==> src/rtl/chip8_pkg.sv <==
package chip8_pkg;

    localparam int unsigned MEM_BYTES  = 4096;
    localparam int unsigned ADDR_W     = 12;
    localparam int unsigned ROWS       = 32;
    localparam int unsigned COLS       = 64;
    localparam int unsigned GLYPH      = 5;
    localparam logic [11:0] PC_RESET   = 12'd512;
    localparam logic [11:0] FONT_RESET = 12'd80;

    localparam logic [1:0] OPN_EXEC  = 2'd0;
    localparam logic [1:0] OPN_WRITE = 2'd1;
    localparam logic [1:0] OPN_ROW   = 2'd2;

    localparam logic [2:0] REG_FONT_BASE  = 3'd0;
    localparam logic [2:0] REG_START_ADDR = 3'd4;

    // step the datapath is told to perform
    typedef enum logic [3:0] {
        ST_NONE,
        ST_CLEAR,
        ST_ACCEPT,
        ST_START,
        ST_FHI,
        ST_FLO,
        ST_RX,
        ST_RY,
        ST_EX,
        ST_LOOP,
        ST_DONE
    } step_t;

    // multi-cycle instruction classes
    typedef enum logic [2:0] {
        K_SIMPLE,
        K_DRAW,
        K_BCD,
        K_STORE,
        K_LOAD
    } kind_t;

    typedef struct packed {
        step_t       step;
        logic [11:0] cnt;
    } cmd_t;

    typedef struct packed {
        logic [1:0]  operation;
        kind_t       kind;
        logic [11:0] limit;
    } status_t;

    // decimal digits of a byte: [11:8] hundreds, [7:4] tens, [3:0] ones
    function automatic logic [11:0] bcd_digits(input logic [7:0] v);
        logic [3:0] h;
        logic [3:0] t;
        logic [7:0] rem;
        logic [7:0] ones;
        h = 4'd0;
        if (v >= 8'd200)
        begin
            h = 4'd2;
        end
        else if (v >= 8'd100)
        begin
            h = 4'd1;
        end
        rem = v - 8'(h * 8'd100);
        t = 4'd0;
        for (int j = 1; j < 10; j++)
        begin
            if (rem >= 8'(j * 10))
            begin
                t = 4'(j);
            end
        end
        ones = rem - 8'(t * 8'd10);
        return {h, t, ones[3:0]};
    endfunction

endpackage

==> src/rtl/chip8_ctrl.sv <==
module chip8_ctrl (
    input  logic               clk,
    input  logic               rst_n,
    input  logic               s_tvalid,
    output logic               s_tready,
    output logic               m_tvalid,
    input  logic               m_tready,
    input  chip8_pkg::status_t status,
    output chip8_pkg::cmd_t    cmd
);
    import chip8_pkg::*;

    typedef enum logic [9:0] {
        S_CLEAR = 10'b0000000001,
        S_IDLE  = 10'b0000000010,
        S_START = 10'b0000000100,
        S_FHI   = 10'b0000001000,
        S_FLO   = 10'b0000010000,
        S_RX    = 10'b0000100000,
        S_RY    = 10'b0001000000,
        S_EX    = 10'b0010000000,
        S_LOOP  = 10'b0100000000,
        S_DONE  = 10'b1000000000
    } state_t;

    state_t      state_reg, state_next;
    logic [11:0] cnt_reg, cnt_next;
    logic        mval_reg, mval_next;
    logic        load;

    assign s_tready = (state_reg == S_IDLE);
    assign m_tvalid = mval_reg;
    assign load     = (state_reg == S_DONE) && (!mval_reg || m_tready);

    always_comb
    begin
        state_next = state_reg;
        cnt_next   = cnt_reg;
        mval_next  = mval_reg && !m_tready;
        cmd.step   = ST_NONE;
        cmd.cnt    = cnt_reg;
        unique case (state_reg)
            S_CLEAR:
            begin
                cmd.step = ST_CLEAR;
                cnt_next = cnt_reg + 12'd1;
                if (cnt_reg == 12'hFFF)
                begin
                    state_next = S_IDLE;
                end
            end
            S_IDLE:
            begin
                if (s_tvalid)
                begin
                    cmd.step   = ST_ACCEPT;
                    state_next = S_START;
                end
            end
            S_START:
            begin
                cmd.step   = ST_START;
                state_next = (status.operation == OPN_EXEC) ? S_FHI : S_DONE;
            end
            S_FHI:
            begin
                cmd.step   = ST_FHI;
                state_next = S_FLO;
            end
            S_FLO:
            begin
                cmd.step   = ST_FLO;
                state_next = S_RX;
            end
            S_RX:
            begin
                cmd.step   = ST_RX;
                state_next = S_RY;
            end
            S_RY:
            begin
                cmd.step   = ST_RY;
                state_next = S_EX;
            end
            S_EX:
            begin
                cmd.step = ST_EX;
                cnt_next = 12'd0;
                state_next = (status.kind == K_SIMPLE) ? S_DONE : S_LOOP;
            end
            S_LOOP:
            begin
                cmd.step = ST_LOOP;
                cnt_next = cnt_reg + 12'd1;
                if (cnt_reg == status.limit)
                begin
                    state_next = S_DONE;
                end
            end
            S_DONE:
            begin
                if (load)
                begin
                    cmd.step   = ST_DONE;
                    mval_next  = 1'b1;
                    state_next = S_IDLE;
                end
            end
            default:
            begin
                state_next = S_IDLE;
            end
        endcase
    end

    always_ff @(posedge clk or negedge rst_n)
    begin
        if (!rst_n)
        begin
            state_reg <= S_CLEAR;
            cnt_reg   <= 12'd0;
            mval_reg  <= 1'b0;
        end
        else
        begin
            state_reg <= state_next;
            cnt_reg   <= cnt_next;
            mval_reg  <= mval_next;
        end
    end

endmodule

==> config.mk <==
export PLATFORM = sky130hd
export DESIGN_NAME = chip8_ctrl
export DESIGN_NICKNAME = d
export VERILOG_FILES = /design/src/rtl/chip8_pkg.sv /design/src/rtl/chip8_ctrl.sv
export SDC_FILE = /design/constraint.sdc
export NUM_CORES = 1
export LEC_CHECK = 0
export ABC_AREA = 1
export BUFFER_PORTS_ARGS = -buffer_cell sky130_fd_sc_hd__buf_2
export CELL_PAD_IN_SITES_DETAIL_PLACEMENT = 1
export CELL_PAD_IN_SITES_GLOBAL_PLACEMENT = 1
export CORE_MARGIN = 1
export CORE_UTILIZATION = 34
export DETAILED_ROUTE_END_ITERATION = 8
export PLACE_DENSITY_LB_ADDON = 0.2
export SYNTH_ARGS = -nofsm -noshare
export SYNTH_HDL_FRONTEND = slang
export SYNTH_SLANG_ARGS = --single-unit
==> constraint.sdc <==
create_clock -name clk -period 1.5 [get_ports clk]
set_input_delay 0.225 -clock clk [delete_from_list [all_inputs] [get_ports clk]]
set_output_delay 0.225 -clock clk [all_outputs]
set_load 0.005 [all_outputs]
==> results.md <==
- Status: finished with violations
- Violations in the final reports: negative setup slack
- Synth warnings: 0
- Layout Cells excl Fill: 324
- Number of nets with antenna violations after routing: 0
- CTS clock-pin slew for the worst setup and hold paths: 0.08 ns
- Highest Clock Rate: 540 MHz
- Tot Pwr: 2.03 mW
- Max clock buf depth: 2
- Total CTS buffers: 3
- Overall die height: 68.8 µm
- Largest delay contributor family on the critical path: simple AND/OR/NAND/NOR gates
- Clock latency reported for the late side of the worst-skew pair: 0.27 ns
- Unrepaired setup endpoints after global routing: yes
- HPWL after DPL: 3380 µm
- Clock root buffer master: clkbuf_8
- Final core utilization: 52.7%
- Initial cell density of the core: 36.7%
- Final worst clock skew: 0.00942 ns
- Max-cap viol count: 0
- I/O Pins: 39
- Global-route wire length before repair: 6750 µm
- Slowest stage cell on the critical path: dfrtp_1
- Clk sinks: 23
- Number of placement rows: 23
- Min Clock Period, post-route: 1.85 ns
- Total number of nets in the final design: 297
- Share of the clock period used by the worst path: 124%
- Main combinational cell family by area after synthesis: simple AND/OR/NAND/NOR gates
- Setup TNS: -1.51 ns
- Cell seen most often among critical-path stages: nor2_4
- Multiplexer share of the synthesized area: 0%
- Residual DRC: 0
- Hold Worst Slack: 0.132 ns
- VDD IR max: 0.370 mV
- Startpoint type of the worst setup path: register
- Post-synth design cell area: 1520 µm²
- H-tree level count: 1
- Largest net degree at the start of global routing: 24
- Number of fill cells in the layout: 530
- # diodes: 0
- Syn nets: 229
- Clock tree from TritonCTS: built
- Flops & latches, synth: 23
- Compound-Gate Fraction of Synth Area: 6.51%
- Type of element capturing the critical path: output pin
- Data arrival time of the worst path: 1.63 ns
- Number of flops mapped to enable cells by yosys: 0
- Slew headroom: 62.5%
- Die span in x: 68.8 µm
- Avg Cell Area, Syn: 7.34 µm²
- Final WL: 4500 µm
- Routability congestion estimate: 0.830
- Async SR Flop Fraction: 100%
- Post-synthesis instance total: 207
- Vias/cell: 4.81
- Die Footprint: 4740 µm²
- Synth unique cells: 26
- Flip-flop count of the largest register after layout: 12
- Cell area after placement: 1870 µm²
- Pins over their slew limit: 0
- Post-route standard cell area excluding fillers: 2180 µm²
- Type of the worst min-delay path: input pin to register
- Finish-stage setup viols: 11
- Biggest fanout along the worst timing path: 3
- Count of buffers from port buffering: 38
- Adder-cell share of the synthesized area: 0.824%
- Hold violation count in the final report: 0
- Initial DRT Pass Iterations: 4
- XOR/XNOR Fraction of Synth Area: 10.4%
- Antenna violations before repair: 0
- Slew at the pin closest to its max-slew limit: 0.562 ns
- Drt wl/cell: 13.9 µm
- Leading register cell type out of synthesis: dfrtp_1
- Total overflow reported by the global router: 0
- Routed via count: 1558
- Post-placement worst setup slack: -0.112 ns
- Initial DRC Count: 27
- Crit path buffers/inverters: 1
- Type of the worst setup path: register to output pin
- Share of post-route cells with drive strength above 1: 44.2%
- Tot GR Track Use: 19.9%
- Core Area: 4140 µm²
- Required @ worst endpoint: 1.27 ns
- Cells along the critical path: nor2_4 > nand2_2 > nor2_4 > nand3_2 > or2_1 > nand3_1 > buf_2
- Seq/Total Area, Yosys: 38.0%
- Number of global-route vias before repair: 1471
- Largest stage delay on the critical path: 0.44 ns
- Cells after DPL: 308
- Area Growth Syn to Fin: 43.7%
- Final worst slack: -0.353 ns
- Power density over cell area: 931 nW/µm²
- Fraction of the mapped netlist area in simple logic gates: 35.8%
- Leakage power total: 1.14 nW
[what timing repair did]
item | 4_1_cts | 5_1_grt
endpoints found under the hold margin | 22 | 0
endpoints found under the setup margin | 18 | 20
pin swaps | 3 | 5
resized for setup | 16 | 26
hold buffers | 1 | 0
buffers inserted | 3 | 8
[area by class of cell]
class	instances	area, µm²	share of cell area [%]
Clock buffer	3	41.3	1.89
Clock inverter	1	5.00	0.229
Inverter	33	134	6.13
Multi-Input combinational cell	150	967	44.3
Sequential cell	23	578	26.5
Tap cell	50	62.6	2.87
Timing Repair Buffer	64	395	18.1
[final timing paths]
check                        startpoint      endpoint  slack, ns  depth (start not counted)
max in group asynchronous         rst_n    cnt_reg[2]       0.62                          2
setup / recovery           state_reg[2]       cmd[13]      -0.35                          7
setup reg to reg           state_reg[0]  state_reg[1]      -0.05                         11
hold reg to reg                m_tvalid      m_tvalid       0.58                          2
min in group asynchronous         rst_n  state_reg[8]       0.47                          2
hold / removal               status[16]  state_reg[3]       0.13                          2
[per-layer routing]
metal / global-route usage (%) / vias up / share of wire (%)
met5: 0 / - / 0
met4: 7.65 / 0 / 1.5
met3: 2.14 / 8 / 2.9
met2: 35.3 / 35 / 51
met1: 24.3 / 745 / 44
li1: - / 770 / -
[Yosys cell counts, types with 2 or more instances]
library cell / instances / share of area, %
nor2_1: 26 / 6.4
nor2_2: 6 / 2.5
o21ai_1: 7 / 2.3
xor2_1: 5 / 2.9
o21ai_0: 3 / 0.99
inv_1: 27 / 6.7
nand3_2: 2 / 1.3
xnor2_1: 13 / 7.5
o22ai_1: 2 / 0.82
nand3_1: 12 / 4.0
dfrtp_1: 22 / 36
inv_2: 6 / 1.5
nand2_1: 50 / 12
nand2_2: 7 / 2.9
nor2_4: 4 / 3.0
nor3_1: 2 / 0.66
or2_1: 2 / 0.82
nand4_1: 3 / 1.2
[cell usage in the layout, fill, tap and decap left out, types with 3 or more instances in the layout]
cell type	Yosys	layout
nand2_1	50	44
nand3_2	2	4
nor2_2	6	9
xnor2_1	13	13
inv_1	27	27
xor2_1	5	5
inv_2	6	3
nand2_2	7	11
nand3_1	12	8
o21ai_1	7	6
nand4_1	3	3
dfrtp_1	22	21
nor2_4	4	9
nor2_1	26	18
clkbuf_8	0	3
buf_4	0	23
o21ai_0	3	3
buf_2	0	38
[power by group]
group | leakage [nW] | internal, mW | switching, mW | total, mW
Sequential | 0.312 | 0.658 | 0.0394 | 0.698
Clock | 0.0255 | 0.186 | 0.214 | 0.400
Combinational | 0.801 | 0.429 | 0.507 | 0.936
Total | 1.14 | 1.27 | 0.760 | 2.03
[kinds of logic after synthesis]
group,after synthesis
AND/OR/NAND/NOR,115
XOR/XNOR,18
AO/OA/AOI/OAI,16
adder cells (fa/ha/maj),1
flip-flops,23
buffers and inverters,34
Note: power is estimated with default switching activity, not from simulation.
